<file path="src/hw/rtl/c8ic_pkg.sv">
`default_nettype none
// ----------------------------------------------------------------------------
// c8ic_pkg
// shared constants, codes, state and command types of the instruction core
// ----------------------------------------------------------------------------
package c8ic_pkg;

  localparam int ADDR_W      = 12;
  localparam int MEM_BYTES   = 4096;
  localparam int DISP_W      = 64;
  localparam int DISP_H      = 32;
  localparam int ROW_W       = 5;
  localparam int COL_W       = 6;
  localparam int NUM_V       = 16;
  localparam int V_IDX_W     = 4;
  localparam int STACK_DEPTH = 16;
  localparam int SP_W        = $clog2(STACK_DEPTH + 1);
  localparam int STK_IDX_W   = $clog2(STACK_DEPTH);
  localparam int FONT_BYTES  = 80;

  localparam logic [ADDR_W-1:0] RESET_PC = 12'h200;

  // command codes
  localparam logic [2:0] CMD_WRITE = 3'd0;
  localparam logic [2:0] CMD_READ  = 3'd1;
  localparam logic [2:0] CMD_EXEC  = 3'd2;
  localparam logic [2:0] CMD_TICK  = 3'd3;
  localparam logic [2:0] CMD_ROW   = 3'd4;

  // status codes
  localparam logic [2:0] STS_OK        = 3'd0;
  localparam logic [2:0] STS_UNKNOWN   = 3'd1;
  localparam logic [2:0] STS_UNDERFLOW = 3'd2;
  localparam logic [2:0] STS_OVERFLOW  = 3'd3;
  localparam logic [2:0] STS_KEYPAD    = 3'd4;

  typedef enum logic [4:0] {
    ST_INIT, ST_IDLE, ST_DISP, ST_RD_WAIT, ST_F1, ST_F2, ST_F3, ST_F4, ST_EXE,
    ST_FLAG, ST_DRAW_RD, ST_DRAW_WR, ST_BCD0, ST_BCD1, ST_BCD2, ST_DUMP_RD,
    ST_DUMP_WR, ST_LOAD_RD, ST_LOAD_WR, ST_FIN
  } state_t;

  typedef enum logic [4:0] {
    OP_NONE, OP_INIT, OP_ACCEPT, OP_DISPATCH, OP_RD_CAP, OP_F1, OP_F2, OP_F3,
    OP_F4, OP_EXE, OP_FLAG, OP_DRAW_RD, OP_DRAW_WR, OP_BCD0, OP_BCD1, OP_BCD2,
    OP_DUMP_RD, OP_DUMP_WR, OP_LOAD_RD, OP_LOAD_WR, OP_FIN
  } dp_op_t;

  typedef enum logic [2:0] {
    EK_SIMPLE, EK_FLAG, EK_DRAW, EK_BCD, EK_DUMP, EK_LOAD
  } exec_kind_t;

  typedef struct packed {
    dp_op_t op;
  } ctrl_t;

  typedef struct packed {
    logic [2:0] cmd;
    exec_kind_t kind;
    logic       init_last;
    logic       draw_last;
    logic       reg_last;
    logic       out_busy;
  } dp_status_t;

  localparam logic [7:0] FONT [FONT_BYTES] = '{
    8'hF0, 8'h90, 8'h90, 8'h90, 8'hF0, 8'h20, 8'h60, 8'h20, 8'h20, 8'h70,
    8'hF0, 8'h10, 8'hF0, 8'h80, 8'hF0, 8'hF0, 8'h10, 8'hF0, 8'h10, 8'hF0,
    8'h90, 8'h90, 8'hF0, 8'h10, 8'h10, 8'hF0, 8'h80, 8'hF0, 8'h10, 8'hF0,
    8'hF0, 8'h80, 8'hF0, 8'h90, 8'hF0, 8'hF0, 8'h10, 8'h20, 8'h40, 8'h40,
    8'hF0, 8'h90, 8'hF0, 8'h90, 8'hF0, 8'hF0, 8'h90, 8'hF0, 8'h10, 8'hF0,
    8'hF0, 8'h90, 8'hF0, 8'h90, 8'h90, 8'hE0, 8'h90, 8'hE0, 8'h90, 8'hE0,
    8'hF0, 8'h80, 8'h80, 8'h80, 8'hF0, 8'hE0, 8'h90, 8'h90, 8'h90, 8'hE0,
    8'hF0, 8'h80, 8'hF0, 8'h80, 8'hF0, 8'hF0, 8'h80, 8'hF0, 8'h80, 8'h80
  };

endpackage
`default_nettype wire

</file>
<file path="src/hw/rtl/c8ic_ctrl.sv">
`default_nettype none
// ----------------------------------------------------------------------------
// c8ic_ctrl
// sequencer: steps commands and instructions through the datapath
// ----------------------------------------------------------------------------
module c8ic_ctrl (
  input  wire logic                 clk,
  input  wire logic                 rst_n,
  input  wire logic                 in_valid,
  output logic                      in_stall,
  input  wire c8ic_pkg::dp_status_t dp_sts,
  output c8ic_pkg::ctrl_t           ctrl
);
  import c8ic_pkg::*;

  state_t state_r, state_nxt;

  always_ff @(posedge clk) begin
    if (!rst_n) begin
      state_r <= ST_INIT;
    end else begin
      state_r <= state_nxt;
    end
  end

  always_comb begin
    state_nxt = state_r;
    case (state_r)
      ST_INIT:    if (dp_sts.init_last) state_nxt = ST_IDLE;
      ST_IDLE:    if (in_valid) state_nxt = ST_DISP;
      ST_DISP: begin
        if (dp_sts.cmd == CMD_READ) state_nxt = ST_RD_WAIT;
        else if (dp_sts.cmd == CMD_EXEC) state_nxt = ST_F1;
        else state_nxt = ST_FIN;
      end
      ST_RD_WAIT: state_nxt = ST_FIN;
      ST_F1:      state_nxt = ST_F2;
      ST_F2:      state_nxt = ST_F3;
      ST_F3:      state_nxt = ST_F4;
      ST_F4:      state_nxt = ST_EXE;
      ST_EXE: begin
        case (dp_sts.kind)
          EK_FLAG: state_nxt = ST_FLAG;
          EK_DRAW: state_nxt = ST_DRAW_RD;
          EK_BCD:  state_nxt = ST_BCD0;
          EK_DUMP: state_nxt = ST_DUMP_RD;
          EK_LOAD: state_nxt = ST_LOAD_RD;
          default: state_nxt = ST_FIN;
        endcase
      end
      ST_FLAG:    state_nxt = ST_FIN;
      ST_DRAW_RD: state_nxt = ST_DRAW_WR;
      ST_DRAW_WR: state_nxt = dp_sts.draw_last ? ST_FLAG : ST_DRAW_RD;
      ST_BCD0:    state_nxt = ST_BCD1;
      ST_BCD1:    state_nxt = ST_BCD2;
      ST_BCD2:    state_nxt = ST_FIN;
      ST_DUMP_RD: state_nxt = ST_DUMP_WR;
      ST_DUMP_WR: state_nxt = dp_sts.reg_last ? ST_FIN : ST_DUMP_RD;
      ST_LOAD_RD: state_nxt = ST_LOAD_WR;
      ST_LOAD_WR: state_nxt = dp_sts.reg_last ? ST_FIN : ST_LOAD_RD;
      ST_FIN:     if (!dp_sts.out_busy) state_nxt = ST_IDLE;
      default:    state_nxt = ST_INIT;
    endcase
  end

  always_comb begin
    in_stall = (state_r != ST_IDLE);
    ctrl.op  = OP_NONE;
    case (state_r)
      ST_INIT:    ctrl.op = OP_INIT;
      ST_IDLE:    if (in_valid) ctrl.op = OP_ACCEPT;
      ST_DISP:    ctrl.op = OP_DISPATCH;
      ST_RD_WAIT: ctrl.op = OP_RD_CAP;
      ST_F1:      ctrl.op = OP_F1;
      ST_F2:      ctrl.op = OP_F2;
      ST_F3:      ctrl.op = OP_F3;
      ST_F4:      ctrl.op = OP_F4;
      ST_EXE:     ctrl.op = OP_EXE;
      ST_FLAG:    ctrl.op = OP_FLAG;
      ST_DRAW_RD: ctrl.op = OP_DRAW_RD;
      ST_DRAW_WR: ctrl.op = OP_DRAW_WR;
      ST_BCD0:    ctrl.op = OP_BCD0;
      ST_BCD1:    ctrl.op = OP_BCD1;
      ST_BCD2:    ctrl.op = OP_BCD2;
      ST_DUMP_RD: ctrl.op = OP_DUMP_RD;
      ST_DUMP_WR: ctrl.op = OP_DUMP_WR;
      ST_LOAD_RD: ctrl.op = OP_LOAD_RD;
      ST_LOAD_WR: ctrl.op = OP_LOAD_WR;
      ST_FIN:     if (!dp_sts.out_busy) ctrl.op = OP_FIN;
      default:    ctrl.op = OP_NONE;
    endcase
  end

`ifndef SYNTH
  a_exe_after_fetch: assert property (@(posedge clk) disable iff (!rst_n)
    (state_r == ST_EXE) |-> ($past(state_r) == ST_F4))
    else $error("execute entered without operand fetch");
  a_draw_wr_after_rd: assert property (@(posedge clk) disable iff (!rst_n)
    (state_r == ST_DRAW_WR) |-> ($past(state_r) == ST_DRAW_RD))
    else $error("sprite row written without a read");
`endif

endmodule
`default_nettype wire

</file>
<file path="config.mk">
export PLATFORM = sky130hd
export DESIGN_NAME = c8ic_ctrl
export DESIGN_NICKNAME = d
export VERILOG_FILES = /design/src/hw/rtl/c8ic_pkg.sv /design/src/hw/rtl/c8ic_ctrl.sv
export SDC_FILE = /design/constraint.sdc
export NUM_CORES = 1
export LEC_CHECK = 0
export BUFFER_PORTS_ARGS = -buffer_cell sky130_fd_sc_hd__clkbuf_2
export CAP_MARGIN = 30
export CORE_MARGIN = 1.5
export CORE_UTILIZATION = 50
export DETAILED_ROUTE_END_ITERATION = 12
export GPL_TIMING_DRIVEN = 0
export HOLD_SLACK_MARGIN = 0.12
export PLACE_DENSITY = 0.83
export SYNTH_ARGS = -nofsm -noshare
export SYNTH_HDL_FRONTEND = slang
export SYNTH_SLANG_ARGS = --single-unit
</file>
<file path="constraint.sdc">
create_clock -name clk -period 3.66 [get_ports clk]
set_input_delay 0.549 -clock clk [delete_from_list [all_inputs] [get_ports clk]]
set_output_delay 0.549 -clock clk [all_outputs]
set_load 0.03 [all_outputs]
</file>
# Word level (Yosys, flattened, before mapping)
# Index checks and enable logic that the tools add are counted.
op_classes:
  n_reduce_logical: 3
  n_eq_ne: 30
  n_mux: 13
ops:
  columns: ["op", "count"]
  rows:
  - ["$pmux W5 S20", 1]
  - ["$pmux W5 S18", 1]
  - ["$eq A5 B4 Y1 const B", 8]
  - ["$mux W5", 7]
  - ["$pmux W5 S5", 1]
  - ["$eq A5 B3 Y1 const B", 4]
  - ["$eq A5 B5 Y1 const B", 4]
  - ["$eq A5 B2 Y1 const B", 2]
  - ["$eq A3 B2 Y1 const B", 3]
  - ["$eq A3 B1 Y1 const B", 2]
  - ["$eq A3 B3 Y1 const B", 2]
  - ["$mux W2", 3]
  - ["$ne A2 B2 Y1 const B", 3]
  - ["$eq A5 B1 Y1 const B", 1]
  - ["$logic_not A5 Y1", 1]
  - ["$ne A5 B1 Y1 const B", 1]
  - ["$reduce_and A3 Y1", 1]
  - ["$reduce_or A3 Y1", 1]
word_totals:
  out_inout_bits: 6
  in_bits: 13
  elab_cells: 47
  regBits: 5

# Logic depth before layout (Yosys ltp)
# Gate-level depths: netlist of run 1.
logic_depth:
  word_depth: 4
  mapped_depth: 7
  mapped_depth_nobuf: 7

# Worst setup path after synthesis of run 1
# OpenSTA, ideal clock, no wires.
synth_timing:
  path_kind: "register to output"
  from: "register state_r[1]"
  to: "output ctrl[2] (netlist name)"
  stages_incl_launch_ff: 5
  t_required_ps: 3111
  slack_ps: 1499
  arrival_time_ps: 1612
  path_cell_list: "dfxtp_1 > buf_2 > buf_2 > nand2_1 > o32ai_1"
synth_rtl:
  columns: ["item", "line", "source"]
  rows:
  - ["start: declaration", "c8ic_ctrl.sv:16", "state_t state_r, state_nxt;"]
  - ["start signal: assignment", "c8ic_ctrl.sv:22", "state_r <= state_nxt;"]
  - ["end: declaration", "c8ic_ctrl.sv:12", "output c8ic_pkg::ctrl_t ctrl"]

==> impl_metrics.tcl, run 1 <==
set metrics [dict create \
    fin_ws_ns 1.36 \
    fp.dieArea_sq_um 1800 \
    synth_edf_count 0 \
    ys_warn_count 0 \
    rsz0062_at_grt "no" \
    grt_usage_pct 26.5 \
    path_max_fanout 10 \
    period_needed_ns 2.30 \
    wl_per_cell_microns 14.5 \
    clk_pin_slew_ns 0.04 \
    syn_area_sq_um 778 \
    startpoint_type "flip-flop" \
    ys_seq_elements 5 \
    syn-num-nets 127 \
    port_buffers 18 \
    start_util_pct 52.3 \
    fin_skew_ns 0.000777 \
    fin_setup_tns_ns 0 \
    final_common_cell "clkbuf_2" \
    antenna_found_initial 0 \
    ir_drop_v 0.000452 \
    syn2layout_area_growth_pct 17.7 \
    cts-root-buf "clkbuf_4" \
    die_h_microns 42.5 \
    htree_levels 1 \
    n_antenna_cell 0 \
    synth.area.top_cells "dfxtp_1, nor2b_1, a21oi_1" \
    ios 19 \
    grt-ovfl-total 0 \
    yosys.area.top_type_share_pct 12.9 \
    seq_area_frac_synth_pct 12.9 \
    place.gp.congestion 0.981 \
    cap_violations 0 \
    leakage_nw 0.385 \
    rr_worst_depth 6 \
    hold_viol 0 \
    die_w_microns 42.5 \
    setup_viol 0 \
    fin_crit_sh_pct 62.8 \
    r2r_slack_ns 1.84 \
    r2r-start "state_r[4]" \
    worstMarginPinSlew_ns 0.412 \
    tritoncts "yes" \
    startpoint "state_r[1]" \
    first_pass_iters 4 \
    clock_latency_ns 0.24 \
    clk_path_buf_depth 2 \
    cp-end-kind "output pin" \
    reg.largest.list "state_r x5" \
    synth.avg_cell_area_sq_um 6.89 \
    post_cts_buffers 0 \
    rr_endpoint "state_r[1]" \
    async_reset_ff_share_pct 0 \
    wl_microns 2190 \
    fp-row-count 14 \
    syn_inst 113 \
    design.core.area_sq_um 1490 \
    numCtsBuffers 3 \
    post_cts_resized 0 \
    nets 150 \
    status "finished clean" \
    drc 0 \
    clock.fmax_mhz 435 \
    arrival_ns 1.75 \
    pwr_density_cell_nw_per_um2 545 \
    largest_reg_flops 5 \
    hold_path.class "in -> reg" \
    dp_slack_ns 1.63 \
    synth.distinct_cells 45 \
    ant_nets 0 \
    grt_pass1_wl_microns 3760 \
    grt_max_degree 11 \
    drive_above_1_share_pct 25.2 \
    clock-sinks 5 \
    first_iter_violations 57 \
    routed_via_density 6.43 \
    slew_headroom_pct 72.3 \
    detailed_place_hpwl_microns 1680 \
    slew_violations 0 \
    vias 971 \
    regMostFlops "state_r" \
    grt_pass1_vias 903 \
    endpoint "ctrl[2]" \
    required_ns 3.11 \
    critPathKind "reg -> out" \
    hold_buffers 0 \
    synth_ff_type "dfxtp_1" \
    synth_top_cell_by_area "dfxtp_1" \
    final_cell_mix "clkbuf_2, nor2_1, nand2_1, a21oi_1" \
]
critical path: stages (launching register included):
cell and delay, ns:
dfxtp_1 0.32, buf_2 0.20, buf_2 0.25, nand2_1 0.15, o32ai_1 0.32, clkbuf_2 0.25
metrics by stage:
step | hold slack [ns] | power, mW | cells | instance area (sq um) | util [%]
global route | 0.586 | 0.538 | 151 | 916 | 61.5
detailed placement | 0.800 | 0.430 | 147 | 888 | 59.7
floorplan | 0.654 | 0.342 | 113 | 778 | -
CTS | 0.574 | 0.496 | 151 | 916 | 61.5
finish | 0.588 | 0.499 | 151 | 916 | 61.5
global placement | 0.764 | 0.423 | 147 | 888 | 59.7
Yosys cell counts (all sizes together), types with 4 or more instances:
master / number
buf: 8
o21ai: 8
inv: 5
nor3: 4
a31oi: 4
nor2: 9
nand2: 7
o22ai: 4
a21oi: 7
dfxtp: 5
nor2b: 6
layer usage:
metal / routed length, microns / vias to the layer above / GRT usage [%] / share of wire, %
met3: 177 / 6 / 1.72 / 8.1
li1: - / 463 / - / -
met5: 0 / - / 0 / 0
met1: 948 / 448 / 37.3 / 43
met4: 14 / 0 / 10.0 / 0.64
met2: 1050 / 54 / 41.8 / 48
worst min path at each step:
stage               slack, ns         end  cells past startpoint  startpoint
global route             0.59  state_r[2]                      2       rst_n
detailed placement       0.80  state_r[1]                      5  state_r[1]
global placement         0.76  state_r[1]                      5  state_r[1]
finish                   0.59  state_r[2]                      2       rst_n
floorplan                0.65  state_r[0]                      3  state_r[0]
CTS                      0.57  state_r[2]                      2       rst_n
layout make-up:
cell class	count	area (sq um)
multi-input combinational	93	604
fill	139	573
sequential	5	100
timing repair buffer	18	90.1
buffer	10	55.1
clock buffer	3	22.5
tap	16	20.0
inverter	5	18.8
clock inverter	1	5.00
power breakdown:
group          internal [mW]  leakage, nW  switching [mW]  total, mW
clock                 0.0395       0.0177          0.0230     0.0625
sequential            0.0684       0.0407         0.00943     0.0778
combinational          0.132        0.327           0.227      0.359
total                  0.240        0.385           0.259      0.499
logic make-up (layout without fill, tap and decap cells):
family / Yosys count / count (layout) / synth area share (%)
AND/OR/NAND/NOR: 48 / 48 / 36.0
AO/OA/AOI/OAI: 36 / 36 / 30.5
buffers and inverters: 15 / 37 / 9.48
XOR/XNOR: 5 / 5 / 5.63
flip-flops: 5 / 5 / 12.9
multiplexers: 3 / 3 / 3.86
adder cells (fa/ha/maj): 1 / 1 / 1.61
No activity file was read; power rests on OpenSTA's default activity.
==> inputs of run 2 (changes only) <==
--- a/config.mk
+++ b/config.mk
@@ -5,14 +5,15 @@
 export SDC_FILE = /design/constraint.sdc
 export NUM_CORES = 1
 export LEC_CHECK = 0
+export ABC_AREA = 1
 export BUFFER_PORTS_ARGS = -buffer_cell sky130_fd_sc_hd__clkbuf_2
 export CAP_MARGIN = 30
 export CORE_MARGIN = 1.5
-export CORE_UTILIZATION = 50
+export CORE_UTILIZATION = 46
 export DETAILED_ROUTE_END_ITERATION = 12
 export GPL_TIMING_DRIVEN = 0
 export HOLD_SLACK_MARGIN = 0.12
-export PLACE_DENSITY = 0.83
+export PLACE_DENSITY = 0.82
 export SYNTH_ARGS = -nofsm -noshare
 export SYNTH_HDL_FRONTEND = slang
 export SYNTH_SLANG_ARGS = --single-unit
==> constraint.sdc (replaced) <==
create_clock -name clk -period 1.85 [get_ports clk]
set_input_delay 0.2775 -clock clk [delete_from_list [all_inputs] [get_ports clk]]
set_output_delay 0.2775 -clock clk [all_outputs]
set_load 0.03 [all_outputs]
==> run 2 against run 1 <==
Against the previous run:
- register-to-register slack worse by 1.4 ns
- clock power is 100% higher
- worst hold slack worse by 0.35 ns
- flip-flop and latch count stayed put
- synthesized area is 4.2% lower
- setup slack worse by 1.3 ns
- synthesized cell count is 18% higher
- sequential power grew to 2.6 times the previous value
- count of clock-buffer cells in the layout is 1 higher
- clock skew hardly changed
- largest cell class unchanged
- highest routed layer unchanged
==> impl_metrics.tcl, run 2 <==
set metrics [dict create \
    syn-num-nets 147 \
    cts-root-buf "clkbuf_4" \
    clock-sinks 5 \
    grt_pass1_vias 968 \
    cap_violations 0 \
    largest_reg_flops 5 \
    antenna_found_initial 0 \
    clk_path_buf_depth 2 \
    routed_via_density 5.78 \
    yosysMostFrequentCell "nand2_1" \
    yosys.area.top_type_share_pct 16.1 \
    path_cells "buf_6, nand2_2, inv_2, nor2_2, a31oi_1, o2111ai_2, buf_4" \
    setup_viol 0 \
    detailed_place_hpwl_microns 1690 \
    path_max_fanout 8 \
    ios 19 \
    cp-end-kind "output pin" \
    stdcell_count 176 \
    leakage_nw 0.488 \
    wl_microns 2330 \
    worstMarginPinSlew_ns 0.297 \
    ys_warn_count 0 \
    nets 175 \
    drive_above_1_share_pct 35.6 \
    fp.dieArea_sq_um 1870 \
    synth_top_cell_by_area "nand3_1" \
    die_w_microns 43.3 \
    synth.distinct_cells 26 \
    critPathKind "reg -> out" \
    tritoncts "yes" \
    required_ns 1.57 \
    reg.largest.list "state_r x5" \
    clk_pin_slew_ns 0.04 \
    ir_drop_v 0.000518 \
    yosys-top-cells-count "nand2_1, nand3_1, nor2_1" \
    ys_seq_elements 5 \
    async_reset_ff_share_pct 0 \
    power_mw 1.27 \
    status "finished clean" \
    hold_buffers 0 \
    htree_levels 1 \
    period_needed_ns 1.81 \
    fin_crit_sh_pct 97.6 \
    hold_viol 0 \
    hold_path.class "in -> reg" \
    grt_pass1_wl_microns 3960 \
    synth.area.top_cells "nand3_1, nand2_1, dfxtp_1" \
    port_buffers 18 \
    clock.fmax_mhz 554 \
    final_cell_area_sq_um 1000 \
    dp_cells 167 \
    fp-row-count 14 \
    arrival_ns 1.53 \
    die_h_microns 43.3 \
    n_antenna_cell 0 \
    synth_edf_count 0 \
    syn_area_sq_um 746 \
    slew_violations 0 \
    start_util_pct 49.5 \
    final_common_cell "nand2_1" \
    startpoint_type "flip-flop" \
    drc 0 \
    grt_max_degree 11 \
    final_cell_mix "nand2_1, nand3_1, nor2_1" \
    rsz0062_at_grt "yes" \
    synth.avg_cell_area_sq_um 5.61 \
    critical_path_buf_inv_count 3 \
    design.core.area_sq_um 1510 \
    cp_slowest_cell "dfxtp_1" \
    clock_latency_ns 0.24 \
    fin_skew_ns 0.00117 \
    place.gp.congestion 0.972 \
    finalCoreUtilization_pct 66.5 \
    ant_nets 0 \
    fin_setup_tns_ns 0 \
    grt-ovfl-total 0 \
    syn_inst 133 \
    numCtsBuffers 3 \
    max_stage_delay_ns 0.32 \
    wl_per_cell_microns 13.3 \
    grt_usage_pct 27.6 \
    slew_headroom_pct 80.1 \
    synth_ff_type "dfxtp_1" \
    seq_area_frac_synth_pct 13.4 \
    first_pass_iters 4 \
    regMostFlops "state_r" \
    syn2layout_area_growth_pct 34.4 \
    placed_area_sq_um 862 \
    path_delay_family "buffers and inverters" \
    vias 1018 \
    pwr_density_cell_nw_per_um2 1260 \
    first_iter_violations 57 \
]
-- run 2: cell types whose count changed in the layout (fill, tap and decap cells not counted), moves of 5 or more --
cell / previous run / this run
buf_2: 5 / 0
nor2b_1: 6 / 0
nand2_1: 7 / 28
nor2_1: 9 / 16
nand3_1: 2 / 23
nor2_4: 0 / 5
inv_1: 4 / 10
buf_4: 1 / 7
-- run 2: cell type report --
type,instances,area (sq um)
plain buffers,3,33.8
well taps,16,20.0
clock buffers,4,26.3
multi-input cells,108,607
flip-flops and latches,5,111
fillers,140,504
inverters,17,66.3
repair buffers,23,138
-- run 2: through the flow --
| step | setup WS [ns] | hold slack (ns) |
|---|---|---|
| floorplan | 0.159 | 0.375 |
| global placement | 0.177 | 0.477 |
| detailed placement | 0.174 | 0.483 |
| CTS | 0.0266 | 0.233 |
| global route | -0.0143 | 0.242 |
| finish | 0.0445 | 0.240 |
-- run 2: worst reg2reg max path, stage by stage (launching register included) --
cell and delay [ns]:
dfxtp_1 0.30, buf_6 0.12, buf_4 0.15, nor2_1 0.23, nand3_1 0.16, nand3_1 0.10, nor2_1 0.04, nand2_1 0.07
nand2_1 0.05, a21oi_1 0.12
-- run 2: cells by family (layout without fill, tap and decap cells) --
kind of cell    count (synthesis)  in the layout  share of synthesized area [%]
compound gates                 18             18                           15.4
fa+ha+maj                       1              1                           1.68
buf+inv                        20             47                           11.6
flops                           5              5                           13.4
simple gates                   89             89                           57.9
-- run 2: what timing repair did --
action	CTS	global route
cloned	0	0
endpoints found under the setup margin	3	4
setup buffers	2	3
resized for setup	10	20
pin swaps	0	2
-- run 2: worst paths after layout --
path                                 start         end  slack [ns]  cells after the start
worst max-delay path            state_r[1]     ctrl[1]        0.04                      7
worst min-delay path                 rst_n  state_r[4]        0.24                      3
worst max register to register  state_r[4]  state_r[0]        0.42                      9
worst min register to register  state_r[0]  state_r[0]        0.57                      2
-- run 2: routing by layer --
layer | vias up | global-route usage, % | share of wire (%)
met5 | - | 0 | 0
met2 | 64 | 44.8 | 50
met3 | 10 | 7.23 | 10
met1 | 436 | 34.0 | 38
li1 | 508 | - | -
met4 | 0 | 11.5 | 1.7
-- run 2: where the power goes --
group | internal [mW] | total (mW) | leakage, nW | switching (mW)
clock network | 0.0814 | 0.125 | 0.0150 | 0.0431
logic | 0.353 | 0.939 | 0.430 | 0.586
registers | 0.147 | 0.203 | 0.0430 | 0.0557
total | 0.582 | 1.27 | 0.488 | 0.685
